File: src/rtl/tcw_pkg.sv
`default_nettype none
// ----------------------------------------------------------------------------
// tcw_pkg
// Shared types and constants of the text console writer: field widths,
// function codes, character codes, sequencer states and cursor commands.
// ----------------------------------------------------------------------------
package tcw_pkg;

    // screen geometry defaults
    localparam int COLUMNS_DEF = 80;
    localparam int ROWS_DEF    = 25;

    // field widths
    localparam int FUNC_W    = 2;
    localparam int CHAR_W    = 8;
    localparam int IDX_W     = 11;
    localparam int POS_W     = 11;
    localparam int ATTR_W    = 8;
    localparam int CELL_W    = CHAR_W + ATTR_W;
    localparam int S_TDATA_W = 24;
    localparam int M_TDATA_W = 32;

    // configuration port
    localparam int PADDR_W = 3;
    localparam int PDATA_W = 32;
    localparam logic REG_TEXT_ATTR = 1'b0;

    // function codes
    localparam logic [FUNC_W-1:0] FUNC_PUT   = 2'd0;
    localparam logic [FUNC_W-1:0] FUNC_CLEAR = 2'd1;
    localparam logic [FUNC_W-1:0] FUNC_READ  = 2'd2;

    // character codes and attribute reset
    localparam logic [CHAR_W-1:0] CHAR_NEWLINE = 8'h0A;
    localparam logic [CHAR_W-1:0] CHAR_BLANK   = 8'h20;
    localparam logic [ATTR_W-1:0] ATTR_RESET   = 8'h0F;

    typedef enum logic [2:0] {
        ST_IDLE,
        ST_SCROLL,
        ST_FLUSH,
        ST_BLANK,
        ST_PUT,
        ST_READ,
        ST_DONE
    } tcw_state_t;

    typedef struct packed {
        logic home;
        logic advance;
        logic newline;
        logic row_up;
    } cur_cmd_t;

endpackage
`default_nettype wire

File: src/rtl/tcw_cursor.sv
`default_nettype none
// ----------------------------------------------------------------------------
// tcw_cursor
// Cursor unit: cell index plus column, stepped by commands from the sequencer.
// ----------------------------------------------------------------------------
module tcw_cursor #(
    parameter int COLUMNS = 80,
    parameter int ROWS    = 25,
    parameter int CW      = $clog2(COLUMNS * ROWS + 1)
) (
    input  wire logic             clk,
    input  wire logic             rst_n,
    input  wire tcw_pkg::cur_cmd_t cmd,
    output logic      [CW-1:0]    cursor,
    output logic                  at_end
);
    import tcw_pkg::*;

    localparam int CELLS = COLUMNS * ROWS;
    localparam int COL_W = $clog2(COLUMNS);

    logic [CW-1:0]    pos_reg, pos_next;
    logic [COL_W-1:0] col_reg, col_next;

    always_comb
    begin
        pos_next = pos_reg;
        col_next = col_reg;
        if (cmd.home)
        begin
            pos_next = '0;
            col_next = '0;
        end
        else if (cmd.row_up)
        begin
            pos_next = pos_reg - CW'(COLUMNS);
        end
        else if (cmd.newline)
        begin
            // start of next row
            pos_next = pos_reg - CW'(col_reg) + CW'(COLUMNS);
            col_next = '0;
        end
        else if (cmd.advance)
        begin
            pos_next = pos_reg + CW'(1);
            if (col_reg == COL_W'(COLUMNS - 1))
            begin
                col_next = '0;
            end
            else
            begin
                col_next = col_reg + COL_W'(1);
            end
        end
    end

    always_ff @(posedge clk or negedge rst_n)
    begin
        if (!rst_n)
        begin
            pos_reg <= '0;
            col_reg <= '0;
        end
        else
        begin
            pos_reg <= pos_next;
            col_reg <= col_next;
        end
    end

    assign cursor = pos_reg;
    assign at_end = (pos_reg == CW'(CELLS));

endmodule
`default_nettype wire

File: config.mk
export PLATFORM = sky130hd
export DESIGN_NAME = tcw_cursor
export DESIGN_NICKNAME = d
export VERILOG_FILES = /design/src/rtl/tcw_pkg.sv /design/src/rtl/tcw_cursor.sv
export SDC_FILE = /design/constraint.sdc
export NUM_CORES = 1
export LEC_CHECK = 0
export BUFFER_PORTS_ARGS = -buffer_cell sky130_fd_sc_hd__buf_2
export CAP_MARGIN = 20
export CORE_MARGIN = 2
export CORE_UTILIZATION = 34
export DETAILED_ROUTE_END_ITERATION = 8
export PLACE_DENSITY = 0.53
export SLEW_MARGIN = 30
export SYNTH_ARGS = -nofsm -noshare
export SYNTH_HDL_FRONTEND = slang
export SYNTH_SLANG_ARGS = --single-unit
File: constraint.sdc
create_clock -name clk -period 3.8 [get_ports clk]
set_input_delay 0.19 -clock clk [delete_from_list [all_inputs] [get_ports clk]]
set_output_delay 0.19 -clock clk [all_outputs]
set_load 0.05 [all_outputs]
======== After elaboration in Yosys (flattened, before gate mapping) ========
Cells that the tools add are included.
storage, ports and cells
  register bits ........................... 18
  latch bits .............................. 0
  bits in writable memories ............... 0
  bits in read-only memories .............. 0
  bits of input ports ..................... 6
  output and inout bits ................... 12
  word-level logic and storage cells ...... 22
  memories kept ........................... 0
cells by class
  add/subtract/negate cells ............... 5
  multipliers ............................. 0
  divide/modulo/power cells ............... 0
  $lt $le $gt $ge ......................... 0
  eq/ne operators ......................... 3
  shift operators ......................... 0
  multiplexer cells ....................... 9
  bitwise logic cells ..................... 0
  reductions and logical operators ........ 3
operators by type and width
  cell                     number
  $mux W11                 4
  $mux W7                  5
  $add A11 B1 Y11 const B  1
  $add A11 B7 Y11 const B  1
  $eq A11 B11 Y1 const B   1
  $sub A11 B7 Y11          1
  $sub A11 B7 Y11 const B  1
  $add A7 B1 Y7 const B    1
  $eq A7 B7 Y1 const B     1
  $reduce_bool A4 Y1       1
  $reduce_bool A3 Y1       1
  $ne A2 B1 Y1 const B     1
  $reduce_and A2 Y1        1

======== Logic depth before layout (Yosys ltp) ========
Gate-level depths: netlist of the first run.
  word-level depth ........................ 6
  gate-level depth with buffers ........... 12
  gate-level depth less buffers ........... 12

======== Least setup slack after synthesis of the first run ========
No wires, ideal clock.
  path type ............................... reg2reg
  from .................................... register pos_reg[2] (netlist: cursor[2])
  to ...................................... register pos_reg[10] (netlist: cursor[10])
  library setup time ...................... 80 ps
  arrival ................................. 2,714 ps
  required time ........................... 3,720 ps
  slack ................................... 1,006 ps
  stages on the path, launching flop included .. 9
  buffers on the path ..................... 0
  period minus slack after synthesis ...... 2,794 ps
  cell sequence ........................... dfrtp_1 ha_1 ha_1 a211oi_1 o211ai_1 nand2_1 mux2_2 or2_2 o211ai_2
between the ends
  word-level cells in the longest chain between the ends .. 5
  elaborated cells between the ends (all ways) .. 8
  those cells by class .................... add/sub: 4; mux: 4
RTL lines
  what                                                       RTL line                            RTL
  start, declared                                            tcw_cursor.sv:22                    logic [CW-1:0] pos_reg, pos_next;
  start signal, assigned                                     tcw_cursor.sv:67                    pos_reg <= pos_next;
  $sub A11 B7 Y11 / $add A11 B1 Y11 (equally long branches)  tcw_cursor.sv:41, tcw_cursor.sv:46
  $add A11 B7 Y11 / $mux W11 (equally long branches)         tcw_cursor.sv:41, tcw_cursor.sv:44
  $mux W11                                                   tcw_cursor.sv:38                    else if (cmd.newline)
  $mux W11 (*)                                               tcw_cursor.sv:34                    else if (cmd.row_up)
  $mux W11 (*)                                               tcw_cursor.sv:29                    if (cmd.home)
Every way passes the cells marked *; elsewhere a longest branch is shown, timed or not. The select of a mux whose other input is x is not followed.
A chain may end at the register's enable or synchronous reset.

======== Worst setup path after layout of the first run ========
  from .................................... register pos_reg[0] (netlist: cursor[0])
  to ...................................... register pos_reg[9] (netlist: cursor[9])
Same word-level chain as after synthesis.

==> results.cfg, run 1 <==
[status]
status = finished, final reports clean

[grt]
grt_pass1_wl_um = 8832
antenna_found_initial = 0
use_met1_pct = 22.97
track_usage_pct = 17.68
gr-max-usage-layer = met2
met2_usage_pct = 30.42
gr-usage-met3_pct = 2.376
grt_overflow = 0
grt_max_degree = 19
first_global_vias = 1749

[timing]
worst_pin_slew_ps = 845.7
finalCritPeriodShare_pct = 70.44
maxSlewHeadroom_pct = 43.19
hold_violations = 0
skew_ps = 8.917
fin_tns_setup_ps = 0
setup_violations = 0
min_period_ps = 2677
rsz0062_at_grt = no
clock.fmax_mhz = 373.6
slew_viol_final = 0

[power_and_ir_drop]
finalPower_mw = 0.9317
peakVddDrop_mv = 0.2367
p_per_area_nw_per_um2 = 431.4
p_leak_nw = 0.9579

[die]
chipWidth_um = 79.55
dieArea_um2 = 6328
rows = 27
die_height_um = 79.55
initial_core_util_pct = 35.24
io_pins = 18
coreArea_um2 = 5507

[worst_hold_path]
hp-class = in2reg
hold_depth = 3

[routing]
dr.pass1.iters = 4
wl_per_cell_um = 15.76
wl_um = 5218
first_iter_violations = 80
dr_total_vias = 1815
drc = 0
drt-vias-per-instance = 5.483
antenna_left = 0

[setup_path]
cp_top_family = compound AO/OA/AOI/OAI gates
critical_path_class = reg2reg
crit_path_max_incr_delay_ps = 450
reg2regPathDepth = 12
cp_num_buf_inv = 3
cp_max_fo = 7
arrival_ps = 2810
crit_chain = inv_1, ha_1, inv_1, ha_1, inv_1, fa_1, nor2b_1, o21ai_0, a21boi_0, nor2_1, o311ai_0, o211ai_1
path_depth = 12
crit_top_cell = inv_1
end_kind = flip-flop
cp_slowest_cell = dfrtp_1
startpoint_type = flip-flop
required_ps = 3930

[clock_tree]
cts_max_path_buffers = 2
cts_tree = done
cts_buffers = 3
cts.reportedPaths.clkPinSlew_ps = 80
h-tree-depth = 1
clk_latency_ps = 260
clockRootBuffer = clkbuf_8
clock_sinks = 18

[synthesis]
synth_edf_count = 0
ys_top_cells_by_count = 28 x ha_1, 26 x inv_1, 23 x o21ai_0, 22 x nor2_1, 18 x dfrtp_1
avgSynthCellArea_um2 = 8.019
yosys_warnings = 0
ys_types = 53
yosysSeqAreaShare_pct = 23.21
synth.most_common_cell = ha_1
synth_nets = 277
synth_area_um2 = 1941
synthFlopType = dfrtp_1
netlist.area_leader.share_pct = 23.21
synth.area.top_cells = dfrtp_1 23%, ha_1 18%, o21ai_0 5.9%
synth_top_cell_by_area = dfrtp_1
synth.ff_latch_count = 18
synthCells = 242
async_reset_ff_share_pct = 100.0

[cells_and_area]
nFillCells = 601
final_layout_size_suffix_gt1_share_pct = 13.13
antenna_cells = 0
largest_register_ffs = 11
fin_nets = 295
syn_to_final_growth_pct = 11.28

[place]
portBuffers = 17
place_hpwl_um = 4014
gp_congestion = 0.8896

[run]
maxCapViolCount = 0
==> worst paths after layout <==
| path | from | end | slack (ps) |
|---|---|---|---|
| worst max-delay path | cursor[0] | cursor[9] | 1120 |
| worst max register to register | cursor[0] | cursor[9] | 1120 |
| worst min register to register | col_reg[3] | col_reg[3] | 570 |
| max in group asynchronous | rst_n | col_reg[1] | 3070 |
| worst min-delay path | cmd[2] | col_reg[6] | 380 |
| min in group asynchronous | rst_n | cursor[2] | 410 |
==> per-stage QoR <==
step / area [µm²] / cells / utilization, % / hold WS [ps] / worst slack (ps)
final: 2160 / 331 / 39.22 / 375.9 / 1123
after detailed placement: 2095 / 326 / 38.04 / 168.6 / 1140
after global placement: 2095 / 326 / 38.04 / 173.0 / 1169
after floorplan: 1941 / 242 / - / -105.6 / 1006
after global routing: 2160 / 331 / 39.22 / 411.7 / 803.9
after CTS: 2160 / 331 / 39.22 / 370.3 / 1116
==> placed cells by master (no fill, tap or decap), drive strengths merged, types with 3 or more instances in the layout <==
master,instances
ha,28
inv,26
o21ai,23
nor2,22
dfrtp,18
buf,17
nand2,15
nor3,11
a21oi,11
nand3,8
xnor2,6
o211ai,6
or2,5
a31oi,5
nor2b,4
o31ai,4
clkbuf,4
or3,3
a211oi,3
==> where the power goes <==
part           switching [mW]  internal [mW]
Clock                  0.0725         0.0922
Sequential             0.0546          0.214
Combinational           0.308          0.190
Total                   0.435          0.496
==> tightest hold or removal path, cell delays in order <==
cell	delay [ps]
buf_2	130
nand2_1	160
o21ai_0	110
==> cell type report <==
class / count / area, µm² / area share [%]
tap: 72 / 90.09 / 4.171
inverter: 26 / 97.59 / 4.519
timing repair buffer: 18 / 95.09 / 4.403
sequential: 18 / 450.4 / 20.86
multi-input combinational: 193 / 1371 / 63.50
clock buffer: 4 / 55.05 / 2.549
==> layer usage <==
metal | wire [µm] | vias up
met3 | 221 | 6
met5 | 0 | -
met4 | 80 | 0
li1 | - | 908
met2 | 2550 | 41
met1 | 2365 | 860
==> cells by family (layout without fill, tap and decap cells) <==
logic type      count (synthesis)  in the layout  synth area share, %
fa+ha+maj                      29             29                19.08
simple gates                   82             82                22.12
compound gates                 71             71                24.11
xor+xnor                        7              7                3.159
mux                             4              4                2.192
flops                          18             18                23.21
buf+inv                        31             48                6.124
==> repair_timing <==
| action | CTS | global route |
|---|---|---|
| hold endpoints to repair | 18 | 0 |
| hold buffers | 1 | 0 |
| buffers inserted | 0 | 0 |
| gates resized for setup | 0 | 0 |
Note: power is estimated with default switching activity, not from simulation.
==> inputs of run 2 (changes only) <==
--- a/config.mk
+++ b/config.mk
@@ -5,6 +5,7 @@
 export SDC_FILE = /design/constraint.sdc
 export NUM_CORES = 1
 export LEC_CHECK = 0
+export ABC_AREA = 1
 export BUFFER_PORTS_ARGS = -buffer_cell sky130_fd_sc_hd__buf_2
 export CAP_MARGIN = 20
 export CORE_MARGIN = 2
==> constraint.sdc (replaced) <==
create_clock -name clk -period 2.5 [get_ports clk]
set_input_delay 0.125 -clock clk [delete_from_list [all_inputs] [get_ports clk]]
set_output_delay 0.125 -clock clk [all_outputs]
set_load 0.05 [all_outputs]
==> run 2 against run 1 <==
- flip-flop and latch count did not move
- synthesized cell count rose by 21%
- synthesized area rose by 0.77%
- clock power rose by 53%
- critical endpoint unchanged
- largest cell class unchanged
==> results.cfg, run 2 <==
[clock_tree]
h-tree-depth = 1
clockRootBuffer = clkbuf_8
clock_sinks = 18
cts_tree = done
cts.reportedPaths.clkPinSlew_ps = 80
clk_latency_ps = 260
cts_buffers = 3
cts_max_path_buffers = 2

[synthesis]
ys_top_cells_by_count = 74 x nand2_1, 42 x inv_1, 28 x ha_1, 28 x nand3_1, 20 x o21ai_0
synth_edf_count = 0
ys_types = 34
netlist.area_leader.share_pct = 23.03
synth_compound_area_share_pct = 15.16
synth_top_family_by_area = simple AND/OR/NAND/NOR gates
synth-xor-area-share_pct = 2.239
synthSimpleGateAreaFrac_pct = 30.52
synth_nets = 327
synthCells = 292
async_reset_ff_share_pct = 100.0
synth_mux_area_share_pct = 0
avgSynthCellArea_um2 = 6.697
synth.ff_latch_count = 18
synth_top_cell_by_area = dfrtp_1
synthFlopType = dfrtp_1
synth-adder-area-share_pct = 18.94
synth_area_um2 = 1956
yosysSeqAreaShare_pct = 23.03
synth.most_common_cell = nand2_1
synth.area.top_cells = dfrtp_1 23%, ha_1 18%, nand2_1 14%
yosys_warnings = 0

[place]
place_hpwl_um = 4207
portBuffers = 17
gp_congestion = 0.8069
dp_slack_ps = 208.4
dp_cells = 386

[grt]
grt_overflow = 0
grt_pass1_wl_um = 9018
gr-max-usage-layer = met2
grt_max_degree = 19
met2_usage_pct = 29.92
first_global_vias = 1833
antenna_found_initial = 0
gr-usage-met3_pct = 1.697
track_usage_pct = 17.99
use_met1_pct = 25.76

[cells_and_area]
largest_register_ffs = 11
syn_to_final_growth_pct = 15.93
fin_cells = 393
fin_nets = 357
nFillCells = 604
antenna_cells = 0
final_cell_mix = 74 x nand2_1, 42 x inv_1, 28 x nand3_1
final_layout_size_suffix_gt1_share_pct = 15.58
final_common_cell = nand2_1

[power_and_ir_drop]
peakVddDrop_mv = 0.3058
swShare_pct = 46.93
p_comb_share_pct = 54.2
switchingPower_mw = 0.6193
p_per_area_nw_per_um2 = 582.0
intPower_mw = 0.7002
p_leak_nw = 1.173
power_frac_clock_pct = 19.2
p_seq_share_pct = 26.7

[timing]
worst_pin_slew_ps = 668.8
fin_tns_setup_ps = 0
final.setup.worst_slack_ps = 223.4
finalCritPeriodShare_pct = 91.06
clock.fmax_mhz = 439.3
setup_violations = 0
hold_violations = 0
min_period_ps = 2277
slew_viol_final = 0
rsz0062_at_grt = no
maxSlewHeadroom_pct = 54.94
skew_ps = 4.365

[die]
die_height_um = 79.84
chipWidth_um = 79.84
rows = 27
initial_core_util_pct = 35.30
coreArea_um2 = 5540
io_pins = 18
dieArea_um2 = 6374

[routing]
dr_total_vias = 1892
wl_per_cell_um = 13.56
drt-vias-per-instance = 4.814
drc = 0
first_iter_violations = 53
dr.pass1.iters = 4
wl_um = 5330
antenna_left = 0

[setup_path]
arrival_ps = 2440
r2r_setup_slack_ps = 220
startpoint_type = flip-flop
critPathLaunch = cursor[1]
end_kind = flip-flop
rr_startpoint = cursor[1]
critical_path_class = reg2reg
cp_max_fo = 5
required_ps = 2660
reg2regPathDepth = 14

[status]
status = finished, final reports clean

[worst_hold_path]
hp-start = cmd[2]
hp-class = in2reg
hold_depth = 4

[run]
maxCapViolCount = 0
run 2: final timing paths:
check | endpoint
max | cursor[9]
min | cursor[4]
min reg2reg | col_reg[0]
min in group asynchronous | col_reg[0]
max reg2reg | cursor[9]
max in group asynchronous | cursor[1]
run 2: cell type report:
class	instances	area (µm²)	share of cell area, %
clock buffer	4	55.05	2.428
tap	72	90.09	3.974
sequential	18	451.7	19.92
timing repair buffer	28	170.2	7.506
inverter	49	183.9	8.113
multi-input combinational	222	1316	58.06
run 2: layer usage:
metal  part of all wire (%)  vias to the layer above
li1                       -                     1015
met1                     52                      867
met2                     46                        8
met3                    1.6                        2
met4                   0.45                        0
met5                      0                        -
run 2: critical path, stage by stage, from the launching register on:
cell and delay [ps]:
dfrtp_2 440, ha_1 300, ha_2 210, inv_1 60, fa_1 350, inv_1 100
nand3_1 70, nand2_1 130, nand3_1 110, nand3_1 100, nand3_1 80, nand2_1 70
nand2_1 40, nand2_1 50, nand2_1 40
run 2: power groups by stage:
stage	clock (mW)	sequential, mW	combinational, mW
final	0.253	0.352	0.715
after global routing	0.267	0.357	0.812
after CTS	0.256	0.352	0.708
after detailed placement	0	0.358	0.701
after global placement	0	0.357	0.702
after floorplan	0	0.453	0.415
run 2: kinds of logic after synthesis:
logic type,after synthesis
XOR/XNOR,5
buffers and inverters,52
adder cells (fa/ha/maj),29
flip-flops,18
AO/OA/AOI/OAI,53
AND/OR/NAND/NOR,135
run 2: through the flow:
stage | area (µm²) | total power, mW | hold WS (ps) | util, %
detailed placement | 2183 | 1.059 | 101.8 | 39.41
global placement | 2183 | 1.059 | 101.0 | 39.41
CTS | 2248 | 1.315 | 217.1 | 40.58
global route | 2267 | 1.436 | 245.4 | 40.92
floorplan | 1962 | 0.8686 | -170.6 | -
finish | 2267 | 1.320 | 212.2 | 40.92
run 2: timing repair:
| action | in CTS | in global routing |
|---|---|---|
| hold endpoints to repair | 18 | 0 |
| hold buffers | 1 | 0 |
| gates resized for setup | 0 | 2 |
| setup buffers | 0 | 2 |
| endpoints found under the setup margin | 0 | 1 |
==> inputs of run 3 (changes only) <==
--- a/config.mk
+++ b/config.mk
@@ -6,12 +6,12 @@
 export NUM_CORES = 1
 export LEC_CHECK = 0
 export ABC_AREA = 1
-export BUFFER_PORTS_ARGS = -buffer_cell sky130_fd_sc_hd__buf_2
 export CAP_MARGIN = 20
 export CORE_MARGIN = 2
 export CORE_UTILIZATION = 34
 export DETAILED_ROUTE_END_ITERATION = 8
-export PLACE_DENSITY = 0.53
+export DONT_BUFFER_PORTS = 1
+export PLACE_DENSITY = 0.5
 export SLEW_MARGIN = 30
 export SYNTH_ARGS = -nofsm -noshare
 export SYNTH_HDL_FRONTEND = slang
==> run 3 against run 2 <==
- global-route usage increased by 0.097 points
- die area did not move
- clock power shrank 2%
- wire length down 1.6%
- critical path depth is 1 higher
- register-to-register slack better by 50 ps
==> results.cfg, run 3 (same netlist as run 2, synthesis figures left out) <==
[status]
status = finished, final reports clean

[place]
portBuffers = 0
gp_congestion = 0.7899
dp_slack_ps = 270.2
place_hpwl_um = 4148

[worst_hold_path]
hold_depth = 3
hp-class = in2reg

[clock_tree]
clk_latency_ps = 260
cts_tree = done
h-tree-depth = 1
cts_max_path_buffers = 2
clock_sinks = 18
cts.reportedPaths.clkPinSlew_ps = 80
clockRootBuffer = clkbuf_8
cts_buffers = 3

[timing]
hold_violations = 0
slew_viol_final = 0
min_period_ps = 2231
fin_tns_setup_ps = 0
rsz0062_at_grt = no
final.setup.worst_slack_ps = 269.3
skew_ps = 3.793
worst_pin_slew_ps = 769.5
setup_violations = 0
maxSlewHeadroom_pct = 48.16
clock.fmax_mhz = 448.3
finalCritPeriodShare_pct = 89.23

[grt]
track_usage_pct = 18.09
grt_max_degree = 19
grt_overflow = 0
grt_pass1_wl_um = 8880
first_global_vias = 1825
antenna_found_initial = 0

[die]
chipWidth_um = 79.84
rows = 27
dieArea_um2 = 6374
io_pins = 18
die_height_um = 79.84
initial_core_util_pct = 35.30
coreArea_um2 = 5540

[setup_path]
path_depth = 15
arrival_ps = 2390
crit_path_max_incr_delay_ps = 360
crit_top_cell = nand2_1
cp_top_family = adder cells
crit_chain = inv_1, ha_1, ha_1, inv_1, fa_1, inv_1, nand3_1, nand2_1, nand3_1, nand3_1, nand3_1, nand2_1, nand2_1, nand2_1, nand2_1
r2r_setup_slack_ps = 270
critical_path_class = reg2reg
end_kind = flip-flop
cp_num_buf_inv = 3
reg2regPathDepth = 15
cp_max_fo = 4
cp_slowest_cell = dfrtp_1
startpoint_type = flip-flop
required_ps = 2660

[cells_and_area]
syn_to_final_growth_pct = 12.03
regArea_um2 = 450.4
final_common_cell = nand2_1
final_layout_size_suffix_gt1_share_pct = 10.78
fin_util_pct = 39.54
final_cell_mix = 74 x nand2_1, 42 x inv_1, 28 x nand3_1, 28 x ha_1, 20 x o21ai_0
nFillCells = 638
antenna_cells = 0
fin_nets = 342
multi_input_area_um2 = 1314
largest_register_ffs = 11

[routing]
wl_um = 5245
wl_per_cell_um = 13.88
dr_total_vias = 1866
dr.pass1.iters = 4
antenna_left = 0
drc = 0
drt-vias-per-instance = 4.937
first_iter_violations = 99

[run]
maxCapViolCount = 0

[power_and_ir_drop]
p_per_area_nw_per_um2 = 582.3
p_leak_nw = 1.108
peakVddDrop_mv = 0.3073
run 3: changes by cell type in the layout (fill, tap and decap cells not counted):
cell / change
ha_1: +1
dfrtp_1: +1
buf_2: -16
buf_4: +1
dfrtp_2: -1
ha_2: -1
run 3: worst paths after layout:
check                           startpoint         end
worst max-delay path            col_reg[1]   cursor[9]
min in group asynchronous            rst_n  col_reg[0]
max in group asynchronous            rst_n   cursor[9]
worst min-delay path                cmd[0]   cursor[7]
worst min register to register  col_reg[0]  col_reg[0]
worst max register to register  col_reg[1]   cursor[9]
run 3: area by class of cell:
class                           instances  share of cell area (%)
Timing Repair Buffer                   13                   4.455
Sequential cell                        18                   20.56
Inverter                               49                   8.395
Tap cell                               72                   4.112
Clock buffer                            4                   2.513
Multi-Input combinational cell        222                   59.97
run 3: what timing repair did:
action	4_1_cts	5_1_grt
resized for setup	0	0
buffers inserted	0	0
hold endpoints to repair	18	18
hold buffers	1	1
run 3: worst register-to-register path, stage by stage, from the launching register on:
cell and delay (ps):
dfrtp_1 360, inv_1 70, ha_1 270, ha_1 200
inv_1 70, fa_1 370, inv_1 90, nand3_1 70
nand2_1 130, nand3_1 110, nand3_1 100, nand3_1 80
nand2_1 70, nand2_1 40, nand2_1 50, nand2_1 40
run 3: per-layer routing:
| layer | vias to the layer above | share of wire (%) | GRT usage [%] |
|---|---|---|---|
| met5 | - | 0 | 0 |
| met4 | 0 | 1.2 | 5.932 |
| met3 | 5 | 2.8 | 1.923 |
| met2 | 20 | 48 | 29.83 |
| met1 | 862 | 48 | 24.64 |
| li1 | 979 | - | - |
run 3: where the power goes:
part           switching [mW]  internal, mW
combinational           0.456         0.222
clock                   0.109         0.140
sequential             0.0301         0.319
run 3: metrics by stage:
stage	power, mW	area (µm²)	std cells	hold slack (ps)
global placement	1.024	2121	372	-170.1
detailed placement	1.026	2121	372	-170.1
finish	1.276	2191	378	48.92
global route	1.406	2191	378	71.50
CTS	1.295	2186	377	39.03
floorplan	0.8686	1962	292	-170.6
