<file path="config.mk">
export PLATFORM = sky130hd
export DESIGN_NAME = tcw_ctrl
export DESIGN_NICKNAME = d
export VERILOG_FILES = /design/src/rtl/tcw_pkg.sv /design/src/rtl/tcw_ctrl.sv
export SDC_FILE = /design/constraint.sdc
export NUM_CORES = 1
export LEC_CHECK = 0
export BUFFER_PORTS_ARGS = -buffer_cell sky130_fd_sc_hd__buf_2
export CORE_MARGIN = 2
export CORE_UTILIZATION = 44
export CTS_BUF_LIST = sky130_fd_sc_hd__clkbuf_16
export DETAILED_ROUTE_END_ITERATION = 10
export PLACE_DENSITY = 0.79
export SYNTH_ARGS = -nofsm -noshare
export SYNTH_HDL_FRONTEND = slang
export SYNTH_SLANG_ARGS = --single-unit
</file>
<file path="constraint.sdc">
create_clock -name clk -period 3.32 [get_ports clk]
set_clock_uncertainty 0.1 [all_clocks]
set_input_delay 0.83 -clock clk [delete_from_list [all_inputs] [get_ports clk]]
set_output_delay 0.83 -clock clk [all_outputs]
set_load 0.02 [all_outputs]
</file>
<file path="src/rtl/tcw_pkg.sv">
`default_nettype none
// ----------------------------------------------------------------------------
// tcw_pkg
// Shared types and constants of the text console writer: field widths,
// function codes, character codes, sequencer states and cursor commands.
// ----------------------------------------------------------------------------
package tcw_pkg;

    // screen geometry defaults
    localparam int COLUMNS_DEF = 80;
    localparam int ROWS_DEF    = 25;

    // field widths
    localparam int FUNC_W    = 2;
    localparam int CHAR_W    = 8;
    localparam int IDX_W     = 11;
    localparam int POS_W     = 11;
    localparam int ATTR_W    = 8;
    localparam int CELL_W    = CHAR_W + ATTR_W;
    localparam int S_TDATA_W = 24;
    localparam int M_TDATA_W = 32;

    // configuration port
    localparam int PADDR_W = 3;
    localparam int PDATA_W = 32;
    localparam logic REG_TEXT_ATTR = 1'b0;

    // function codes
    localparam logic [FUNC_W-1:0] FUNC_PUT   = 2'd0;
    localparam logic [FUNC_W-1:0] FUNC_CLEAR = 2'd1;
    localparam logic [FUNC_W-1:0] FUNC_READ  = 2'd2;

    // character codes and attribute reset
    localparam logic [CHAR_W-1:0] CHAR_NEWLINE = 8'h0A;
    localparam logic [CHAR_W-1:0] CHAR_BLANK   = 8'h20;
    localparam logic [ATTR_W-1:0] ATTR_RESET   = 8'h0F;

    typedef enum logic [2:0] {
        ST_IDLE,
        ST_SCROLL,
        ST_FLUSH,
        ST_BLANK,
        ST_PUT,
        ST_READ,
        ST_DONE
    } tcw_state_t;

    typedef struct packed {
        logic home;
        logic advance;
        logic newline;
        logic row_up;
    } cur_cmd_t;

endpackage
`default_nettype wire

</file>
<file path="src/rtl/tcw_ctrl.sv">
`default_nettype none
// ----------------------------------------------------------------------------
// tcw_ctrl
// Sequencer: walks the shared address counter over the screen store for
// scroll and clear, writes characters, reads cells and holds the result word.
// ----------------------------------------------------------------------------
module tcw_ctrl #(
    parameter int COLUMNS = 80,
    parameter int ROWS    = 25,
    parameter int AW      = $clog2(COLUMNS * ROWS),
    parameter int CW      = $clog2(COLUMNS * ROWS + 1)
) (
    input  wire logic                        clk,
    input  wire logic                        rst_n,
    input  wire logic                        in_valid,
    output logic                             in_ready,
    input  wire logic [tcw_pkg::FUNC_W-1:0]  in_func,
    input  wire logic [tcw_pkg::CHAR_W-1:0]  in_char,
    input  wire logic [tcw_pkg::IDX_W-1:0]   in_index,
    input  wire logic [tcw_pkg::ATTR_W-1:0]  attr,
    input  wire logic [CW-1:0]               cursor,
    input  wire logic                        at_end,
    output tcw_pkg::cur_cmd_t                cur_cmd,
    output logic                             mem_we,
    output logic      [AW-1:0]               mem_waddr,
    output logic      [tcw_pkg::CELL_W-1:0]  mem_wdata,
    output logic                             mem_re,
    output logic      [AW-1:0]               mem_raddr,
    input  wire logic [tcw_pkg::CELL_W-1:0]  mem_rdata,
    output logic                             out_valid,
    input  wire logic                        out_ready,
    output logic      [tcw_pkg::POS_W-1:0]   out_pos,
    output logic      [tcw_pkg::CHAR_W-1:0]  out_char,
    output logic      [tcw_pkg::ATTR_W-1:0]  out_attr
);
    import tcw_pkg::*;

    localparam int CELLS = COLUMNS * ROWS;
    localparam logic [AW-1:0] LAST_COPY  = AW'(CELLS - COLUMNS - 1);
    localparam logic [AW-1:0] FIRST_LAST = AW'(CELLS - COLUMNS);
    localparam logic [AW-1:0] LAST_CELL  = AW'(CELLS - 1);

    tcw_state_t state_reg, state_next;

    logic [FUNC_W-1:0] func_reg, func_next;
    logic [CHAR_W-1:0] char_reg, char_next;
    logic [IDX_W-1:0]  idx_reg, idx_next;
    logic              in_range_reg, in_range_next;
    logic [AW-1:0]     cnt_reg, cnt_next;
    logic              copy_pend_reg, copy_pend_next;
    logic [AW-1:0]     copy_addr_reg, copy_addr_next;
    logic              out_valid_reg, out_valid_next;
    logic [POS_W-1:0]  out_pos_reg, out_pos_next;
    logic [CHAR_W-1:0] out_char_reg, out_char_next;
    logic [ATTR_W-1:0] out_attr_reg, out_attr_next;

    logic                   accept;
    logic                   out_free;
    logic [IDX_W+AW-1:0]    idx_ext;
    logic [POS_W+CW-1:0]    pos_ext;

    assign in_ready = (state_reg == ST_IDLE);
    assign accept   = in_valid && in_ready;
    assign out_free = !out_valid_reg || out_ready;
    assign idx_ext  = (IDX_W + AW)'(idx_reg);
    assign pos_ext  = (POS_W + CW)'(cursor);

    // next state
    always_comb
    begin
        state_next = state_reg;
        unique case (state_reg)
            ST_IDLE:
            begin
                if (accept)
                begin
                    case (in_func)
                        FUNC_PUT:   state_next = at_end ? ST_SCROLL : ST_PUT;
                        FUNC_CLEAR: state_next = ST_BLANK;
                        FUNC_READ:  state_next = ST_READ;
                        default:    state_next = ST_DONE;
                    endcase
                end
            end
            ST_SCROLL:
            begin
                if (cnt_reg == LAST_COPY)
                begin
                    state_next = ST_FLUSH;
                end
            end
            ST_FLUSH:
            begin
                state_next = ST_BLANK;
            end
            ST_BLANK:
            begin
                if (cnt_reg == LAST_CELL)
                begin
                    state_next = (func_reg == FUNC_CLEAR) ? ST_DONE : ST_PUT;
                end
            end
            ST_PUT:
            begin
                state_next = ST_DONE;
            end
            ST_READ:
            begin
                state_next = ST_DONE;
            end
            ST_DONE:
            begin
                if (out_free)
                begin
                    state_next = ST_IDLE;
                end
            end
            default:
            begin
                state_next = ST_IDLE;
            end
        endcase
    end

    // outputs and datapath
    always_comb
    begin
        func_next      = func_reg;
        char_next      = char_reg;
        idx_next       = idx_reg;
        in_range_next  = in_range_reg;
        cnt_next       = cnt_reg;
        copy_pend_next = copy_pend_reg;
        copy_addr_next = copy_addr_reg;
        out_valid_next = out_valid_reg && !out_ready;
        out_pos_next   = out_pos_reg;
        out_char_next  = out_char_reg;
        out_attr_next  = out_attr_reg;
        cur_cmd        = '0;
        mem_we         = 1'b0;
        mem_waddr      = cnt_reg;
        mem_wdata      = {attr, CHAR_BLANK};
        mem_re         = 1'b0;
        mem_raddr      = cnt_reg;

        unique case (state_reg)
            ST_IDLE:
            begin
                if (accept)
                begin
                    func_next     = in_func;
                    char_next     = in_char;
                    idx_next      = in_index;
                    in_range_next = (32'(in_index) < 32'(CELLS));
                    cnt_next      = '0;
                    copy_pend_next = 1'b0;
                    cur_cmd.home  = (in_func == FUNC_CLEAR);
                end
            end
            ST_SCROLL:
            begin
                // read one row ahead, write the word fetched last cycle
                mem_re         = 1'b1;
                mem_raddr      = cnt_reg + AW'(COLUMNS);
                mem_we         = copy_pend_reg;
                mem_waddr      = copy_addr_reg;
                mem_wdata      = mem_rdata;
                copy_pend_next = 1'b1;
                copy_addr_next = cnt_reg;
                cnt_next       = cnt_reg + AW'(1);
            end
            ST_FLUSH:
            begin
                mem_we         = copy_pend_reg;
                mem_waddr      = copy_addr_reg;
                mem_wdata      = mem_rdata;
                copy_pend_next = 1'b0;
                cnt_next       = FIRST_LAST;
                cur_cmd.row_up = 1'b1;
            end
            ST_BLANK:
            begin
                mem_we    = 1'b1;
                mem_waddr = cnt_reg;
                mem_wdata = {attr, CHAR_BLANK};
                cnt_next  = cnt_reg + AW'(1);
            end
            ST_PUT:
            begin
                if (char_reg == CHAR_NEWLINE)
                begin
                    cur_cmd.newline = 1'b1;
                end
                else
                begin
                    mem_we          = 1'b1;
                    mem_waddr       = cursor[AW-1:0];
                    mem_wdata       = {attr, char_reg};
                    cur_cmd.advance = 1'b1;
                end
            end
            ST_READ:
            begin
                mem_re    = 1'b1;
                mem_raddr = idx_ext[AW-1:0];
            end
            ST_DONE:
            begin
                if (out_free)
                begin
                    out_valid_next = 1'b1;
                    out_pos_next   = pos_ext[POS_W-1:0];
                    if ((func_reg == FUNC_READ) && in_range_reg)
                    begin
                        out_char_next = mem_rdata[CHAR_W-1:0];
                        out_attr_next = mem_rdata[CELL_W-1:CHAR_W];
                    end
                    else
                    begin
                        out_char_next = '0;
                        out_attr_next = '0;
                    end
                end
            end
            default:
            begin
            end
        endcase
    end

    always_ff @(posedge clk or negedge rst_n)
    begin
        if (!rst_n)
        begin
            state_reg     <= ST_IDLE;
            copy_pend_reg <= 1'b0;
            out_valid_reg <= 1'b0;
        end
        else
        begin
            state_reg     <= state_next;
            copy_pend_reg <= copy_pend_next;
            out_valid_reg <= out_valid_next;
        end
    end

    always_ff @(posedge clk)
    begin
        func_reg      <= func_next;
        char_reg      <= char_next;
        idx_reg       <= idx_next;
        in_range_reg  <= in_range_next;
        cnt_reg       <= cnt_next;
        copy_addr_reg <= copy_addr_next;
        out_pos_reg   <= out_pos_next;
        out_char_reg  <= out_char_next;
        out_attr_reg  <= out_attr_next;
    end

    assign out_valid = out_valid_reg;
    assign out_pos   = out_pos_reg;
    assign out_char  = out_char_reg;
    assign out_attr  = out_attr_reg;

endmodule
`default_nettype wire

</file>
After elaboration in Yosys (flattened, before gate mapping) --
Cells that the tools add are included. W data, S select, Z words.
Storage, ports and cells: word-level logic and storage cells 78, output and inout port bits 73, bits in registers 76, input bits 61
Cells by class: multiplexer cells 27, reduce and logical (&&, ||, !) cells 19, magnitude comparators 1, add/sub/neg operators 2, equal/unequal tests 17
Operator list (count):
- $pmux W11 S2 | 2
- $pmux W11 S3 | 1
- $pmux W16 S2 | 1
- $eq A11 B11 Y1 const B | 2
- $mux W11 | 2
- $pmux W3 S6 | 1
- $mux W3 | 5
- $add A11 B1 Y11 const B | 1
- $add A11 B7 Y11 const B | 1
- $lt A11 B11 Y1 const B | 1
- $eq A3 B3 Y1 const B | 3
- $mux W1 | 9
- $pmux W3 S3 | 1
- $eq A8 B4 Y1 const B | 1
- $mux W8 | 1
- $reduce_and A2 Y1 | 4
- $reduce_or A2 Y1 | 4
- $eq A3 B2 Y1 const B | 2
- $ne A2 B2 Y1 const B | 3
- $pmux W1 S3 | 2
- $reduce_bool A3 Y1 | 2
- $eq A2 B1 Y1 const B | 2
- $eq A2 B2 Y1 const B | 2
- $mux W2 | 2
- 8 further kinds | 11

Depth between registers and ports, before layout --
Gate-level depths: netlist (run 1).
word-level depth 4, depth in mapped cells 6, depth with buffers taken out 6

Worst setup path before layout (run 1) --
OpenSTA, ideal clock, no wires.
path type reg-to-reg, start point register state_reg[2], end point register out_attr_reg[0] (netlist: out_attr[0]), enable pin, buffers on the path 1, setup time 0.420 ns, stages on the path, launching flop included 5, clock period less this slack 2.807 ns, arrival time 2.287 ns, slack 0.513 ns, data required time 2.800 ns, cell sequence dfrtp_1 -> buf_4 -> clkinv_1 -> or2_2 -> a21oi_1
Between the ends: word-level cells in the longest chain between the ends 2
Ends and longest elaborated chain:
- start: declaration | RTL line tcw_ctrl.sv:43 | tcw_state_t state_reg, state_next;
- start signal: assignment | RTL line tcw_ctrl.sv:241 | state_reg <= state_next;
- $eq A3 B3 Y1 | RTL line tcw_ctrl.sv:146 | unique case (state_reg)
- $reduce_and A2 Y1 (no line)
- end signal: assignment | RTL line tcw_ctrl.sv:257 | out_attr_reg <= out_attr_next;
- end: declaration | RTL line tcw_ctrl.sv:55 | logic [ATTR_W-1:0] out_attr_reg, out_attr_next;
Every way passes these cells. A chain may end at the register's enable or synchronous reset.

Worst setup path after layout (run 1) --
start point register state_reg[1], end point output port mem_waddr[8]
Between the ends: word-level cells in the longest chain between the ends 3, elaborated cells between the ends (all ways) 5, those cells by class eq/ne (3); mux (1); reduce/logical (1)
Ends and longest elaborated chain:
- $eq A3 B2 Y1 / $eq A3 B1 Y1 (equally long branches) | RTL line tcw_ctrl.sv:146
- $reduce_or A2 Y1 (no line)
- $pmux W11 S2 (*) | RTL line tcw_ctrl.sv:146
- end: declaration | RTL line tcw_ctrl.sv:25 | output logic [AW-1:0] mem_waddr,
Mark *: on every way between the ends. The rest lies on a longest branch, timed or not.

==> flow_summary.ini, run 1 <==
[status]
status = complete, no violations

[floorplan]
num_io_pins = 134
die_h_um = 96.4
start_util_pct = 45.5
rows = 33
fp.dieW_um = 96.4
core_mm2 = 0.00826
die_area_mm2 = 0.00929

[sta]
holdWs_ps = 217
min_period_over_period_pct = 97.9
drv_slew = 0
min_period_ps = 3250
final_hold_viol_count = 0
tns_ps = 0
rsz0062_at_grt = false
setup_viol = 0
worst_pin_slew_ps = 583
slew_headroom_pct = 60.1
timing.fmax_mhz = 308

[routing]
vias_per_cell = 5.38
ant_nets = 0
drtIter0Drc = 217
wire_per_inst_um = 16.5
wl_mm = 9.22
num_vias = 3013
drc_errors = 0
drt_pass1_iterations = 7

[synth]
synth-edff-count = 71
synth.area.top_cells = edfxtp_1, mux2_2, dfrtp_1
synth.top_cell.area_share_pct = 56.8
synth_common_cells = edfxtp_1, nor2_1, o21ai_0
ys_warn_count = 0
synth_top_area_cell = edfxtp_1
async_flop_share_pct = 6.58
ys_ff_latch = 76
syn_nets = 376
avgSynthCellArea_um2 = 12.2
dominantRegCellSynth = edfxtp_1
ys_types = 50
synth_most_common_cell = edfxtp_1
ys_seq_area_share_pct = 60.1
syn_inst = 307
synth_area_mm2 = 0.00375

[placed_design]
routabilityCongestion = 0.935
port_buffers = 133
dp_hpwl_mm = 6.72
place_inst = 544

[final_layout]
nNetsFinal = 519
syn2layout_area_growth_pct = 30.8
diodes = 0
finalNonFillerCells = 560
layout-drive-gt1-share_pct = 40.7

[pwr]
total_power_uw = 5050
power.static_leakage_uw = 0.00209
p_per_area_mw_per_mm2 = 1030
vdd.ir_drop.worst_v = 0.000525

[setup_path]
worstSetupEndpointType = output port
slowest_delay_ps = 550
crit_chain = or3b_1 -> a21oi_4 -> buf_4 -> nor3_1 -> a221o_1 -> buf_2
slowest_stage = dfrtp_1
reg2reg_depth = 5
worstPathArrival_ps = 2320
path_buf_inv = 2
worst-path-max-fanout = 15
critPathLaunchType = flip-flop
critical_path_class = reg -> out
crit_family = flip-flops
worstPathRequired_ps = 2390
cp.depth = 6

[global_routing]
grt_max_degree = 28
grt_pass1_wl_mm = 14.3
grt-ovfl-total = 0
track_usage_pct = 20.7
antenna_found_initial = 0
grt_pass1_vias = 2898

[worst_hold_path]
min-delay-path-class = in -> async

[cts]
ctsResizeCount = 0
cts_tree = yes
cts.clk_slew.worst_paths_ps = 60
clock_latency_ps = 330
cts_hold_buf = 0
cts_setup_buffers = 0
root_buffer = clkbuf_16
cts-htree-levels = 3
cts.sinks = 76
cts_buffers = 9
clock_path_buffers = 2

[job]
maxCapViolations = 0
[area by class of cell]
cell class              instances  area, um2
flip-flops and latches         76       2260
fillers                       673       3350
well taps                     105        131
clock inverters                 7       82.6
repair buffers                147        771
clock buffers                   9        225
inverters                      15       56.3
multi-input cells             201       1390
[logic make-up after synthesis]
group,after synthesis,synth area share (%)
AO/OA/AOI/OAI,81,15.0
adder cells (fa/ha/maj),8,2.67
flip-flops,76,60.1
XOR/XNOR,8,1.87
multiplexers,14,4.13
AND/OR/NAND/NOR,90,12.9
buffers and inverters,30,3.40
[path summary, 6_finish.rpt]
kind	startpoint	endpoint	slack, ps
worst max-delay path	state_reg[1]	mem_waddr[8]	70
worst min-delay path	rst_n	state_reg[1]	220
worst max register to register	state_reg[2]	out_pos[4]	1070
worst min register to register	copy_pend_reg	copy_pend_reg	450
max in group asynchronous	rst_n	out_valid	2760
min in group clk	copy_pend_reg	copy_pend_reg	450
[worst reg2reg max path: cells and delay by family, from the launching register on]
kind / cells / cell delay (ps)
buf+inv: 3 / 960
simple gates: 1 / 410
flops: 1 / 330
compound gates: 1 / 100
[where the power goes]
part / switching (uW) / leakage [uW] / internal [uW]
Combinational: 1540 / 0.00121 / 899
Clock: 397 / 0.000145 / 593
Sequential: 223 / 0.000731 / 1400
Total: 2160 / 0.00209 / 2890
[cell usage in the layout, fill, tap and decap left out, types with 3 or more instances in the layout]
cell type	count
xnor2_1	6
a21oi_1	15
nor2_1	16
mux2_2	12
a221o_1	5
o21ai_0	19
or3_1	3
nand3_1	9
a21o_1	8
edfxtp_1	71
buf_2	133
a22o_1	10
o22ai_1	4
nor3_1	8
ha_1	8
and3_1	3
a22oi_1	7
clkbuf_16	9
buf_4	14
and2_1	18
dfrtp_1	5
nand2b_1	3
nand2_1	14
inv_1	14
[through the flow]
step	cell area (um2)	setup WS, ps	utilization, %
5_1_grt	4910	0.0748	59.5
3_3_place_gp	4590	514	55.6
4_1_cts	4900	72.1	59.3
3_5_place_dp	4590	430	55.6
2_1_floorplan	3750	513	-
6_report	4910	70.2	59.5
[routing by layer]
layer	global-route usage [%]	up-vias	part of all wire [%]
met4	8.92	0	1.6
met5	0	-	0
met1	27.1	1419	43
met3	4.65	14	7.0
li1	-	1447	-
met2	33.3	133	48
Note: power is estimated with default switching activity, not from simulation.
==> run 2: changes to the inputs <==
CORE_ASPECT_RATIO = 0.5   (was default)
CTS_BUF_LIST = sky130_fd_sc_hd__clkbuf_4   (was sky130_fd_sc_hd__clkbuf_16)
==> run 2 against run 1 <==
Global-route usage shrank 0.58 points. Combinational power barely moved. Register-to-register slack gained 40 ps. Fmax hardly changed. Count of clock-buffer cells in the layout did not move. Worst hold slack worse by 130 ps. Setup slack worse by 1.3 ps. Critical path type unchanged.
==> flow_summary.ini, run 2 (synthesis gave the netlist of run 1 again) <==
[status]
status = complete, no violations

[cts]
cts_tree = yes
cts-htree-levels = 3
cts_buffers = 9
cts.sinks = 76
root_buffer = clkbuf_4
cts.clk_slew.worst_paths_ps = 110
clock_latency_ps = 420
clock_path_buffers = 2
cts_hold_buf = 0

[final_layout]
diodes = 0
final_cell_mix = buf_2, edfxtp_1, o21ai_0
nNetsFinal = 522
layout-drive-gt1-share_pct = 41.4
syn2layout_area_growth_pct = 26.9
final_common_cell = buf_2
fillers = 685
fin_area_mm2 = 0.00476

[placed_design]
dpl-instance-area_mm2 = 0.00457
dp_hpwl_mm = 6.99
routabilityCongestion = 0.843
port_buffers = 133

[setup_path]
critical_path_class = reg -> out
crit_family = compound AO/OA/AOI/OAI gates
critPathLaunchType = flip-flop
worstSetupEndpointType = output port
slowest_delay_ps = 520
worstPathRequired_ps = 2390
worst-path-max-fanout = 16
crit_chain = or3b_4 -> a21oi_4 -> buf_4 -> nor3_1 -> a221o_1 -> buf_2
worstPathArrival_ps = 2320
slowest_stage = dfrtp_2
path_buf_inv = 2

[floorplan]
start_util_pct = 46.1
die_area_mm2 = 0.00933
rows = 23
num_io_pins = 134
fp.dieW_um = 135
core_mm2 = 0.00814
die_h_um = 69.3

[global_routing]
antenna_found_initial = 0
grt-ovfl-total = 0
grt_max_degree = 28
grt_pass1_wl_mm = 14.5
track_usage_pct = 20.1
grt_pass1_vias = 2943

[routing]
num_vias = 2994
drc_errors = 0
drtIter0Drc = 319
ant_nets = 0
drt_pass1_iterations = 4
wire_per_inst_um = 16.6
wl_mm = 9.42
vias_per_cell = 5.26

[sta]
tns_ps = 0
setup_viol = 0
slew_headroom_pct = 54.8
min_period_ps = 3250
drv_slew = 0
timing.fmax_mhz = 308
worst_pin_slew_ps = 662
min_period_over_period_pct = 97.9
final_hold_viol_count = 0

[pwr]
power.static_leakage_uw = 0.00201
p_per_area_mw_per_mm2 = 952
vdd.ir_drop.worst_v = 0.000436

[job]
maxCapViolations = 0

[worst_hold_path]
min-delay-path-class = in -> async
## run 2: cell count changes in the layout (fill, tap and decap cells not counted), sizes merged
cell,change
buf,+3
bufinv,-1
clkinv,+2
clkinvlp,+1
inv,-3
## run 2: final timing paths
check / start / slack, ps / cells after the start / endpoint
worst max-delay path: state_reg[0] / 70 / 6 / mem_waddr[4]
worst min-delay path: rst_n / 90 / 1 / copy_pend_reg
worst max register to register: state_reg[2] / 1110 / 5 / out_attr[0]
worst min register to register: copy_pend_reg / 460 / 2 / copy_pend_reg
max in group asynchronous: rst_n / 2880 / 1 / state_reg[1]
min in group clk: copy_pend_reg / 460 / 2 / copy_pend_reg
## run 2: what timing repair did
item / CTS / global route
buffers inserted: 0 / 7
endpoints found under the hold margin: 0 / 0
endpoints found under the setup margin: 9 / 19
resized for setup: 3 / 8
gates cloned: 0 / 0
## run 2: final cells by class
cell class                 count  area (um2)  area share (%)
tap                          112         140            2.94
sequential                    76        2260            47.4
timing repair buffer         150         793            16.7
clock inverter                 6        32.5           0.683
clock buffer                   9        67.6            1.42
multi-input combinational    201        1410            29.6
inverter                      15        60.1            1.26
## run 2: worst reg2reg max path: stages (launching register included)
cell,delay (ps)
dfrtp_1,380
buf_4,290
clkinvlp_4,290
or2_2,370
a21oi_2,100
buf_4,350
## run 2: stage by stage
| stage | util (%) | worst slack, ps | hold WS [ps] | instances | power [uW] |
|---|---|---|---|---|---|
| 2_1_floorplan | - | 513 | 324 | 307 | 3220 |
| 3_3_place_gp | 56.1 | 495 | 436 | 547 | 3950 |
| 3_5_place_dp | 56.1 | 442 | 446 | 547 | 4000 |
| 4_1_cts | 57.4 | 19.0 | 71.1 | 562 | 4460 |
| 5_1_grt | 58.5 | -12.9 | 62.7 | 569 | 4820 |
| 6_report | 58.5 | 68.9 | 90.4 | 569 | 4530 |
## run 2: power by group
| group | total [uW] | leakage (uW) | internal, uW | switching (uW) |
|---|---|---|---|---|
| sequential | 1680 | 0.000728 | 1400 | 279 |
| combinational | 2410 | 0.00123 | 918 | 1490 |
| clock | 446 | 0.0000527 | 142 | 304 |
## run 2: layer usage
metal / vias to the layer above / wire length, um / global-route usage (%)
met1: 1404 / 4070 / 26.0
met5: - / 0 / 0
met4: 0 / 156 / 6.55
li1: 1456 / - / -
met3: 18 / 575 / 5.99
met2: 116 / 4620 / 32.8
==> run 3: changes to the inputs <==
BUFFER_PORTS_ARGS = -buffer_cell sky130_fd_sc_hd__buf_4   (was -buffer_cell sky130_fd_sc_hd__buf_2)
PLACE_DENSITY = 0.77   (was 0.79)
SETUP_SLACK_MARGIN = 0.1   (was default)
==> run 3 against run 2 <==
Register-to-register slack improved by 130 ps. Final area rose by 8.4%. Critical path depth fell by 1. Setup slack improved by 120 ps. Sequential power fell by 2%. Global-route usage rose by 0.057 points. Via count rose by 0.77%. Non-clock buffer count rose by 4. Combinational power rose by 14%. Critical path type unchanged. Clock power rose by 36%. Count of clock-buffer cells in the layout did not move.
==> flow_summary.ini, run 3 (synthesis gave the netlist of run 1 again) <==
[routing]
ant_nets = 0
drc_errors = 0
vias_per_cell = 5.26
wire_per_inst_um = 16.7
wl_mm = 9.56
drtIter0Drc = 205
num_vias = 3017
drt_pass1_iterations = 5

[floorplan]
fp.dieW_um = 135
rows = 23
core_mm2 = 0.00814
start_util_pct = 46.1
die_h_um = 69.3
num_io_pins = 134
die_area_mm2 = 0.00933

[sta]
slew_headroom_pct = 51.4
tns_ps = 0
drv_slew = 0
min_period_ps = 3130
min_period_over_period_pct = 94.4
timing.fmax_mhz = 319
worst_pin_slew_ps = 710
final_hold_viol_count = 0
setup_viol = 0
rsz0062_at_grt = true

[pwr]
p_per_area_mw_per_mm2 = 966
power.static_leakage_uw = 0.00216
clkPwrFrac_pct = 12.1
switchingPower_uw = 2110
seq_power_share_pct = 32.9
p_int_uw = 2880
p_comb_share_pct = 55.0
vdd.ir_drop.worst_v = 0.000510
netSwitchingFraction_pct = 42.2

[placed_design]
port_buffers = 133
routabilityCongestion = 0.853
place_inst = 547
dp_hpwl_mm = 6.98

[final_layout]
final_common_cell = buf_4
syn2layout_area_growth_pct = 37.5
final_cell_mix = buf_4, edfxtp_1, o21ai_0
fin_util_pct = 63.4
fillers = 684
regArea_mm2 = 0.00226
layout-drive-gt1-share_pct = 41.6
nNetsFinal = 526
multi_input_area_mm2 = 0.00140
diodes = 0
finalNonFillerCells = 574

[setup_path]
critPathLaunchType = flip-flop
worstPathRequired_ps = 2390
critical_path_class = reg -> out
crit_family = flip-flops
slowest_stage = dfrtp_2
worst-path-max-fanout = 16
crit_chain = nand2b_2 -> a21oi_2 -> buf_6 -> mux2_2 -> buf_4
worstPathArrival_ps = 2200
worstSetupEndpointType = output port
slowest_delay_ps = 480
path_buf_inv = 2

[cts]
cts-htree-levels = 3
cts_tree = yes
cts.sinks = 76
root_buffer = clkbuf_4
cts.clk_slew.worst_paths_ps = 120
cts_buffers = 9
clock_path_buffers = 2
clock_latency_ps = 430

[status]
status = complete, no violations

[global_routing]
grt_max_degree = 28
grt-ovfl-total = 0
antenna_found_initial = 0
track_usage_pct = 20.2
grt_pass1_vias = 2820
grt_pass1_wl_mm = 14.4

[worst_hold_path]
min-delay-path-class = in -> async

[job]
maxCapViolations = 0
## run 3: changes by cell type in the layout (fill, tap and decap cells not counted), sizes merged
cell / previous run / this run
clkinv: 4 / 6
buf: 150 / 154
bufinv: 0 / 2
clkinvlp: 3 / 0
## run 3: final cells by class
class | count | share of cell area [%]
multi-input combinational | 201 | 27.0
inverter | 15 | 1.09
timing repair buffer | 154 | 22.5
clock buffer | 9 | 1.31
clock inverter | 7 | 1.57
sequential | 76 | 43.8
tap | 112 | 2.71
## run 3: metal layers
metal  wire [um]  up-vias  global-route usage [%]
met5           0        -                       0
met1        4150     1413                    26.8
met4         107        0                    5.73
met2        4650      126                    32.9
met3         648       15                    5.41
li1            -     1463                       -
## run 3: timing repair
action | 4_1_cts | 5_1_grt
hold buffers | 0 | 0
endpoints found under the setup margin | 29 | 28
pin swaps | 0 | 0
resized for setup | 3 | 7
buffers inserted | 5 | 6
## run 3: path summary, 6_finish.rpt
kind / from / end / slack (ps) / cells past startpoint
worst max-delay path: state_reg[1] / mem_wdata[11] / 190 / 5
worst min-delay path: rst_n / out_valid / 80 / 1
worst max register to register: state_reg[2] / out_attr[7] / 1240 / 4
worst min register to register: copy_pend_reg / copy_pend_reg / 450 / 2
max in group asynchronous: rst_n / state_reg[0] / 2920 / 1
min in group clk: copy_pend_reg / copy_pend_reg / 450 / 2
## run 3: power groups by stage
| stage | Sequential, uW | Combinational [uW] | Clock [uW] |
|---|---|---|---|
| 6_report | 1640 | 2750 | 605 |
| 5_1_grt | 1670 | 2940 | 658 |
| 4_1_cts | 1650 | 2650 | 623 |
| 3_5_place_dp | 1680 | 2590 | 0 |
| 3_3_place_gp | 1670 | 2560 | 0 |
| 2_1_floorplan | 1630 | 1590 | 0 |
## run 3: per-stage QoR
| step | hold slack, ps | worst slack [ps] | total power [uW] | area [um2] |
|---|---|---|---|---|
| final | 77.7 | 187 | 4990 | 5160 |
| after CTS | 38.6 | 93.1 | 4930 | 5090 |
| after global placement | 407 | 499 | 4230 | 4900 |
| after global routing | 31.6 | 84.6 | 5260 | 5160 |
| after detailed placement | 413 | 425 | 4270 | 4900 |
| after floorplan | 324 | 513 | 3220 | 3750 |
